`src/rtl/csbe_ram.sv`:
```
// Generic single-port-write, single-port-read RAM with registered read data.
module csbe_ram
    #(
    parameter int WIDTH = 32,
    parameter int DEPTH = 16,
    localparam int AW = (DEPTH > 1) ? $clog2(DEPTH) : 1
    )
    (
    input  logic             clk,
    input  logic             wr_en,
    input  logic [AW-1:0]    wr_addr,
    input  logic [WIDTH-1:0] wr_data,
    input  logic             rd_en,
    input  logic [AW-1:0]    rd_addr,
    output logic [WIDTH-1:0] rd_data
    );

    logic [WIDTH-1:0] mem_reg [DEPTH];
    logic [WIDTH-1:0] rd_data_reg;

    always_ff @(posedge clk)
    begin
        if (wr_en)
        begin
            mem_reg[wr_addr] <= wr_data;
        end
        if (rd_en)
        begin
            rd_data_reg <= mem_reg[rd_addr];
        end
    end

    assign rd_data = rd_data_reg;

endmodule

```
`config.mk`:
```
export PLATFORM = sky130hd
export DESIGN_NAME = csbe_ram
export DESIGN_NICKNAME = d
export VERILOG_FILES = /design/src/rtl/csbe_ram.sv
export SDC_FILE = /design/constraint.sdc
export NUM_CORES = 1
export LEC_CHECK = 0
export ABC_AREA = 1
export BUFFER_PORTS_ARGS = -buffer_cell sky130_fd_sc_hd__buf_2
export CAP_MARGIN = 40
export CORE_UTILIZATION = 45
export CTS_CLUSTER_SIZE = 12
export DETAILED_ROUTE_END_ITERATION = 10
export HOLD_SLACK_MARGIN = 0.15
export SETUP_SLACK_MARGIN = 0.4
export SLEW_MARGIN = 20
export SYNTH_ARGS = -nofsm -noshare
export SYNTH_HDL_FRONTEND = slang
export SYNTH_SLANG_ARGS = --single-unit
```
`constraint.sdc`:
```
create_clock -name clk -period 2.9 [get_ports clk]
set_input_delay 0.435 -clock clk [delete_from_list [all_inputs] [get_ports clk]]
set_output_delay 0.435 -clock clk [all_outputs]
set_load 0.01 [all_outputs]
```
==> results of run 1 <==
[report_power, final]
group | internal [W] | total (W) | switching (W) | leakage [nW]
clock | 0.00369 | 0.00656 | 0.00287 | 0.787
combinational | 0.000287 | 0.00104 | 0.000750 | 5.14
sequential | 0.00886 | 0.00891 | 0.0000510 | 4.94
total | 0.0128 | 0.0165 | 0.00367 | 10.9
[routing by layer]
metal	GRT usage, %	vias up
met2	35.9	505
met4	6.04	2
met1	31.1	7188
met3	2.86	80
met5	0	-
li1	-	7008
[worst reg2reg max path, stage by stage (launching register included)]
cell and delay, ns:
edfxtp_1 0.37, inv_1 0.06, nand2_1 0.05, nand3_1 0.10, nand3_1 0.12, nand3_1 0.11, nand2_1 0.11
[cell usage in the layout (no fill, tap or decap), drive strengths merged]
cell | synthesis | final
nand2 | 677 | 677
edfxtp | 544 | 544
inv | 390 | 392
nand3 | 385 | 385
buf | 91 | 115
clkbuf | 14 | 81
nor2 | 17 | 17
clkinv | 0 | 16
nand3b | 2 | 2
clkinvlp | 0 | 1
bufinv | 0 | 1
[worst paths after layout]
kind,start,slack (ns),end
worst max-delay path,rd_data[11]$_DFFE_PP_,1.16,rd_data[11]
worst min-delay path,wr_data[1],0.20,mem_reg[1][1]$_DFFE_PP_
worst max register to register,mem_reg[12][27]$_DFFE_PP_,1.72,rd_data[27]$_DFFE_PP_
worst min register to register,mem_reg[4][13]$_DFFE_PP_,0.73,rd_data[13]$_DFFE_PP_
[layout make-up]
class                   instances  area share (%)
flip-flops and latches        544            63.3
multi-input cells            1081            18.1
clock buffers                  80            5.86
inverters                     390            5.70
repair buffers                116            3.33
well taps                     672            3.26
clock inverters                20           0.465
[kinds of logic (layout without fill, tap and decap cells)]
logic type / after synthesis / in the layout
AND/OR/NAND/NOR: 1081 / 1081
flip-flops: 544 / 544
buffers and inverters: 495 / 606
[stage by stage]
stage          area [um2]  total power [W]
6_report            25800           0.0165
5_1_grt             25800           0.0170
4_1_cts             25800           0.0166
3_5_place_dp        24200           0.0101
3_3_place_gp        24200           0.0101
2_1_floorplan       23100          0.00969
==> impl_metrics.ini, run 1 <==
[job]
drv_cap = 0

[setup_path]
critPathCaptureType = output pin
cpLargestDelayFamily = flip-flops
crit_cells = 1
worst_path_max_delay_cell = edfxtp_1
worstRegToRegCells = 6
worstPathArrival_ns = 1.30
path_cells = buf_2
worst_path_largest_cell_delay_ns = 0.50
cp-start-kind = flip-flop
critical_path_required_ns = 2.47
critical_path_class = reg -> out
critPathMaxFanout = 1
critPathBufInv = 1

[run_status]
status = finished, final reports clean

[floorplanning]
rows = 82
ios = 75
die_w_um = 228
die_h_um = 228
start_util_pct = 45.8
dieArea_mm2 = 0.0521
core_mm2 = 0.0504

[detailed_routing]
vias = 14800
first_pass_iters = 6
ant_nets = 0
wl_um = 56400
wire_per_inst_um = 19.4
wl_met1_um = 25000
met2_length_um = 26300
viasPerCell = 5.09
drc = 0
route.met3.wl_um = 4060
routed.top_layer = met5
dr.first_iter.drc_count = 1513

[yosys]
synth-xor-area-share_pct = 0
synthSimpleGateAreaFrac_pct = 19.7
synthTopCellsByCount = nand2_1 (677), edfxtp_1 (544), inv_1 (388)
ys_ff_latch = 544
synthTopCellsByArea = edfxtp_1 (71%), nand2_1 (11%), nand3_1 (8.4%)
synth_ff_type = edfxtp_1
yosysTopAreaCell = edfxtp_1
synth_nets = 2163
yosysWarnings = 0
ys_seq_area_share_pct = 70.9
syn_area_mm2 = 0.0231
synth_cells = 2120
synth-compound-area-share_pct = 0
synthMuxAreaShare_pct = 0
avgSynthCellArea_um2 = 10.9
synth-adder-area-share_pct = 0
ys_types = 14
async_flop_share_pct = 0
synth_edf_count = 544
synth_top_area_share_pct = 70.9
synth_top_family_by_area = simple AND/OR/NAND/NOR gates
yosysMostFrequentCell = nand2_1

[clocking]
clockRootBuffer = clkbuf_16
clk_path_buf_depth = 3
cts-buffers-inserted = 56
htreeDepth = 2
clkSinkCount = 544
path_clk_slew_ns = 0.06
cts.repair.resized = 0
post-cts-setup-buffers = 0
clock_latency_ns = 0.60
cts_tree = yes
cts_hold_buf = 0

[cells_and_area]
nets = 2232
antennaDiodeCount = 0
largest_reg_flops = 512
drive_above_1_share_pct = 9.01
fillCellCount = 4438
multi_input_area_mm2 = 0.00467
postLayoutCoreUtil_pct = 51.2
finalNonFillerCells = 2903
syn_to_final_growth_pct = 12.0
seq_area_mm2 = 0.0163

[global_routing]
grt_max_degree = 129
grtUsageTotal_pct = 22.0
antenna_found_initial = 1
grt_pass1_vias = 14500
grt_pass1_wl_um = 87000
grt-ovfl-total = 0

[sta]
whs_ns = 0.203
worstMarginPinSlew_ns = 0.762
slew_headroom_pct = 49.2
min_period_over_period_pct = 59.9
slew_violations = 0
fin_skew_ns = 0.0118
max_freq_ghz = 0.575
hold_viol = 0
worst_slack_ns = 1.16
setup_viol = 0
rsz0062_at_grt = false
setup_tns_ns = 0
finalCriticalPeriod_ns = 1.74

[min_path]
min_path_cells = 1
holdCritPathClass = in -> reg

[placement]
dp.cells = 2803
dpl_worst_slack_ns = 0.769
gp_congestion = 0.760
dp_hpwl_um = 28900
portBuffers = 74

[pwr]
p_leak_nw = 10.9
irDropWorstVdd_mv = 0.424
pwr_density_cell_mw_per_mm2 = 640
(Power assumes the default switching activity.)
==> inputs of run 2 (changes only) <==
Clock period 2.9 ns to 1.5 ns, I/O delays scaled along.
==> run 2 against run 1 <==
Hold slack improved by 0.033 ns; via count is 0.83% higher; final area grew 5.9%; clock power up 100%; highest routed layer is now met4.
==> impl_metrics.ini, run 2 (synthesized netlist as in run 1, its figures left out) <==
[sta]
worst_slack_ns = 0.0124
max_freq_ghz = 0.672
hold_viol = 0
min_period_over_period_pct = 99.2
whs_ns = 0.236
fin_skew_ns = 0.0227
worstMarginPinSlew_ns = 0.505
setup_viol = 0
setup_tns_ns = 0
slew_violations = 0
rsz0062_at_grt = true
finalCriticalPeriod_ns = 1.49
slew_headroom_pct = 66.3

[placement]
dp_hpwl_um = 31000
portBuffers = 74
gp_congestion = 0.790
dpl_worst_slack_ns = -0.0183

[global_routing]
grt-ovfl-total = 0
grtUsageTotal_pct = 22.0
grt_max_degree = 81
gr-usage-met2_pct = 35.8
grt_pass1_wl_um = 86600
antenna_found_initial = 0
grtUsageMet3_pct = 2.76
grt_pass1_vias = 14400
busiest_layer = met2
globalRouteMet1Util_pct = 30.8

[floorplanning]
die_h_um = 228
ios = 75
die_w_um = 228
start_util_pct = 45.8
core_mm2 = 0.0504
rows = 82
dieArea_mm2 = 0.0521

[detailed_routing]
wire_per_inst_um = 18.9
first_pass_iters = 5
wl_um = 56400
drc = 0
dr.first_iter.drc_count = 1137
viasPerCell = 4.98
ant_nets = 0
vias = 14900

[pwr]
finalPower_w = 0.0328
p_comb_share_pct = 6.9
irDropWorstVdd_mv = 1.13
p_sw_share_pct = 22.2
clock_power_share_pct = 40.5
pwr_density_cell_mw_per_mm2 = 1200
power_frac_seq_pct = 52.5
p_sw_w = 0.00728
p_int_w = 0.0255
p_leak_nw = 11.5

[clocking]
cts-buffers-inserted = 57
path_clk_slew_ns = 0.06
post-cts-setup-buffers = 0
clock_latency_ns = 0.61
htreeDepth = 2
clockRootBuffer = clkbuf_16
cts_tree = yes
clkSinkCount = 544
clk_path_buf_depth = 3

[cells_and_area]
final_cell_mix = nand2_1 (667), edfxtp_1 (544), inv_1 (384)
fillCellCount = 4304
nets = 2321
syn_to_final_growth_pct = 18.6
multi_input_area_mm2 = 0.00492
drive_above_1_share_pct = 13.3
final_common_cell = nand2_1
largest_reg_flops = 512
antennaDiodeCount = 0
seq_area_mm2 = 0.0163

[setup_path]
critical_path_required_ns = 1.27
critPathBufInv = 1
worst_path_largest_cell_delay_ns = 0.46
worstReg2RegStart = mem_reg[12][11]$_DFFE_PP_
cp-start-kind = flip-flop
path_cells = buf_2
worst_path_max_delay_cell = edfxtp_1
critPathCaptureType = output pin
critical_path_class = reg -> out
crit_path_start = rd_data[2]$_DFFE_PP_
critPathMaxFanout = 1
worstPathArrival_ns = 1.26
cpLargestDelayFamily = flip-flops

[min_path]
worstHoldStart = rd_addr[3]
holdCritPathClass = in -> reg

[job]
drv_cap = 0

[run_status]
status = finished, final reports clean
==> run 2: changes by cell type in the layout (fill, tap and decap cells not counted), moves of 3 or more <==
cell           delta
buf_12           +32
buf_2             -3
buf_4            +21
buf_6             +3
clkbuf_1          -4
dlygate4sd3_1    +35
nand2_1          -10
nand2_2           +6
nand2_4           +4
nand3_1          -38
nand3_2          +37
==> run 2: cell type report <==
cell class / instances / area share [%]
inverters: 390 / 5.42
clock inverters: 24 / 0.764
well taps: 672 / 3.08
repair buffers: 204 / 7.42
multi-input cells: 1081 / 18.0
flip-flops and latches: 544 / 59.8
clock buffers: 77 / 5.57
==> run 2: timing repair <==
item                                   CTS  global route
pin swaps                                0            69
endpoints found under the hold margin  532             0
hold buffers                            35             0
setup endpoints to repair               34            55
gates resized for setup                  5            40
==> run 2: path summary, 6_finish.rpt <==
check / to / slack (ns) / cells after the start
max: rd_data[2] / 0.01 / 1
min reg2reg: rd_data[2]$_DFFE_PP_ / 0.73 / 6
min: rd_data[22]$_DFFE_PP_ / 0.24 / 4
max reg2reg: rd_data[11]$_DFFE_PP_ / 0.39 / 6
==> run 2: power groups by stage <==
stage                     logic, W  clock network (W)  registers (W)
after CTS                  0.00225             0.0136         0.0172
after floorplan            0.00122                  0         0.0176
after global placement     0.00212                  0         0.0175
final                      0.00227             0.0133         0.0172
after detailed placement   0.00216                  0         0.0175
after global routing       0.00251             0.0141         0.0172
==> run 2: per-layer routing <==
| metal | up-vias | wire length, um |
|---|---|---|
| met3 | 101 | 2890 |
| met4 | 0 | 1550 |
| met1 | 7183 | 25400 |
| li1 | 7196 | - |
| met5 | - | 0 |
| met2 | 425 | 26500 |
==> run 2: stage by stage <==
stage	area, um2	instances	util, %
floorplan	23300	2120	-
global placement	25000	2856	49.7
detailed placement	25000	2856	49.7
CTS	27100	2992	53.9
global route	27300	2992	54.3
finish	27300	2992	54.3
==> inputs of run 3 (changes only) <==
Clock period 1.5 ns to 1.3 ns, I/O delays scaled along.
==> run 3 against run 2 <==
The run now ends with setup timing left; clock skew is essentially flat; register-to-register slack worse by 0.19 ns; utilization increased by 0.92 points; sequential power is 16% higher; setup slack lost 0.14 ns.
==> impl_metrics.ini, run 3 (synthesized netlist as in run 1, its figures left out) <==
[setup_path]
crit_path_start = rd_data[7]$_DFFE_PP_
critical_path_required_ns = 1.11
worst_path_largest_cell_delay_ns = 0.43
worstReg2RegStart = mem_reg[3][11]$_DFFE_PP_
worst_path_max_delay_cell = edfxtp_1
critPathMaxFanout = 1
cp-start-kind = flip-flop
cp-endpoint = rd_data[7]
critPathCaptureType = output pin
critPathBufInv = 1
worstRegToRegCells = 6
path_cells = buf_2
reg2reg_slack_ns = 0.20
crit_cells = 1
worstPathArrival_ns = 1.24
rr_endpoint = rd_data[11]$_DFFE_PP_
critical_path_class = reg -> out
cpLargestDelayFamily = flip-flops

[detailed_routing]
first_pass_iters = 7
wire_per_inst_um = 19.1
wl_um = 57600
viasPerCell = 5.05
drc = 0
dr.first_iter.drc_count = 1252
ant_nets = 0
vias = 15200

[cells_and_area]
nets = 2336
final_cell_mix = nand2_1 (653), edfxtp_1 (544), inv_1 (378)
syn_to_final_growth_pct = 20.6
design_area_mm2 = 0.0278
finalNonFillerCells = 3008
final_common_cell = nand2_1
postLayoutCoreUtil_pct = 55.2
antennaDiodeCount = 0
drive_above_1_share_pct = 17.0
fillCellCount = 4212
largest_reg_flops = 512

[placement]
gp_congestion = 0.795
dp_hpwl_um = 31800
dpl-instance-area_mm2 = 0.0252
portBuffers = 74
dp.cells = 2873

[sta]
fin_skew_ns = 0.0232
setup_tns_ns = -1.43
slew_violations = 0
rsz0062_at_grt = true
hold_viol = 0
min_period_over_period_pct = 110
max_freq_ghz = 0.699
worst_slack_ns = -0.131
finalCriticalPeriod_ns = 1.43
worstMarginPinSlew_ns = 0.514
slew_headroom_pct = 65.7
setup_viol = 25

[floorplanning]
die_w_um = 228
ios = 75
core_mm2 = 0.0504
die_h_um = 228
rows = 82
dieArea_mm2 = 0.0521
start_util_pct = 45.8

[clocking]
path_clk_slew_ns = 0.06
clockRootBuffer = clkbuf_16
htreeDepth = 2
cts-buffers-inserted = 57
clkSinkCount = 544
cts_tree = yes
clk_path_buf_depth = 3
clock_latency_ns = 0.62

[run_status]
violations = setup timing
status = finished with violations

[global_routing]
grt-ovfl-total = 0
antenna_found_initial = 0
grtUsageTotal_pct = 22.1
grt_pass1_vias = 14700
grt_max_degree = 81
grt_pass1_wl_um = 87400

[pwr]
irDropWorstVdd_mv = 1.13
pwr_density_cell_mw_per_mm2 = 1370
p_leak_nw = 11.7

[job]
drv_cap = 0

[min_path]
holdCritPathClass = in -> reg
## run 3: cell count changes in the layout (fill, tap and decap cells not counted), sizes merged
cell,previous run,this run
inv,390,389
buf,168,185
clkbuf,78,77
dlygate4sd3,35,33
clkinv,19,21
bufinv,3,4
## run 3: worst min path at each step
stage                      startpoint                   endpoint  cells after the start
after global placement    wr_data[16]   mem_reg[2][16]$_DFFE_PP_                      1
after detailed placement  wr_data[13]  mem_reg[13][13]$_DFFE_PP_                      1
after floorplan            wr_data[0]    mem_reg[0][0]$_DFFE_PP_                      0
final                      rd_addr[2]       rd_data[2]$_DFFE_PP_                      4
after CTS                  rd_addr[2]       rd_data[2]$_DFFE_PP_                      4
after global routing       rd_addr[2]       rd_data[2]$_DFFE_PP_                      4
## run 3: layer usage
metal	part of all wire, %	GRT usage (%)
met5	0	0
met4	2.5	7.05
met3	5.5	2.87
met2	48	36.5
met1	44	30.5
## run 3: area by class of cell
type,count,area (um2),share of cell area (%)
inverters,390,1480,5.33
repair buffers,219,2180,7.84
flip-flops and latches,544,16300,58.8
multi-input cells,1081,5200,18.7
clock inverters,26,267,0.959
clock buffers,76,1500,5.39
well taps,672,841,3.02
## run 3: power breakdown
part | switching (W) | internal (W)
clock network | 0.00669 | 0.00888
logic | 0.00179 | 0.000976
registers | 0.000111 | 0.0198
## run 3: through the flow
| step | hold slack, ns | setup WS [ns] | total power (W) |
|---|---|---|---|
| finish | 0.170 | -0.131 | 0.0382 |
| detailed placement | 0.584 | -0.182 | 0.0228 |
| floorplan | 0.294 | -0.232 | 0.0217 |
| global placement | 0.578 | -0.155 | 0.0227 |
| global route | 0.179 | -0.159 | 0.0394 |
| CTS | 0.151 | -0.177 | 0.0384 |
## run 3: worst reg2reg max path: cells and delay by family (launching register included)
kind | cells | cell delay, ns
flip-flops | 1 | 0.38
AND/OR/NAND/NOR | 6 | 0.46
## run 3: timing repair
item	4_1_cts	5_1_grt
setup buffers	0	0
endpoints found under the setup margin	64	64
gates resized for setup	26	86
hold endpoints to repair	544	0
hold buffers	33	0
pin swaps	118	97
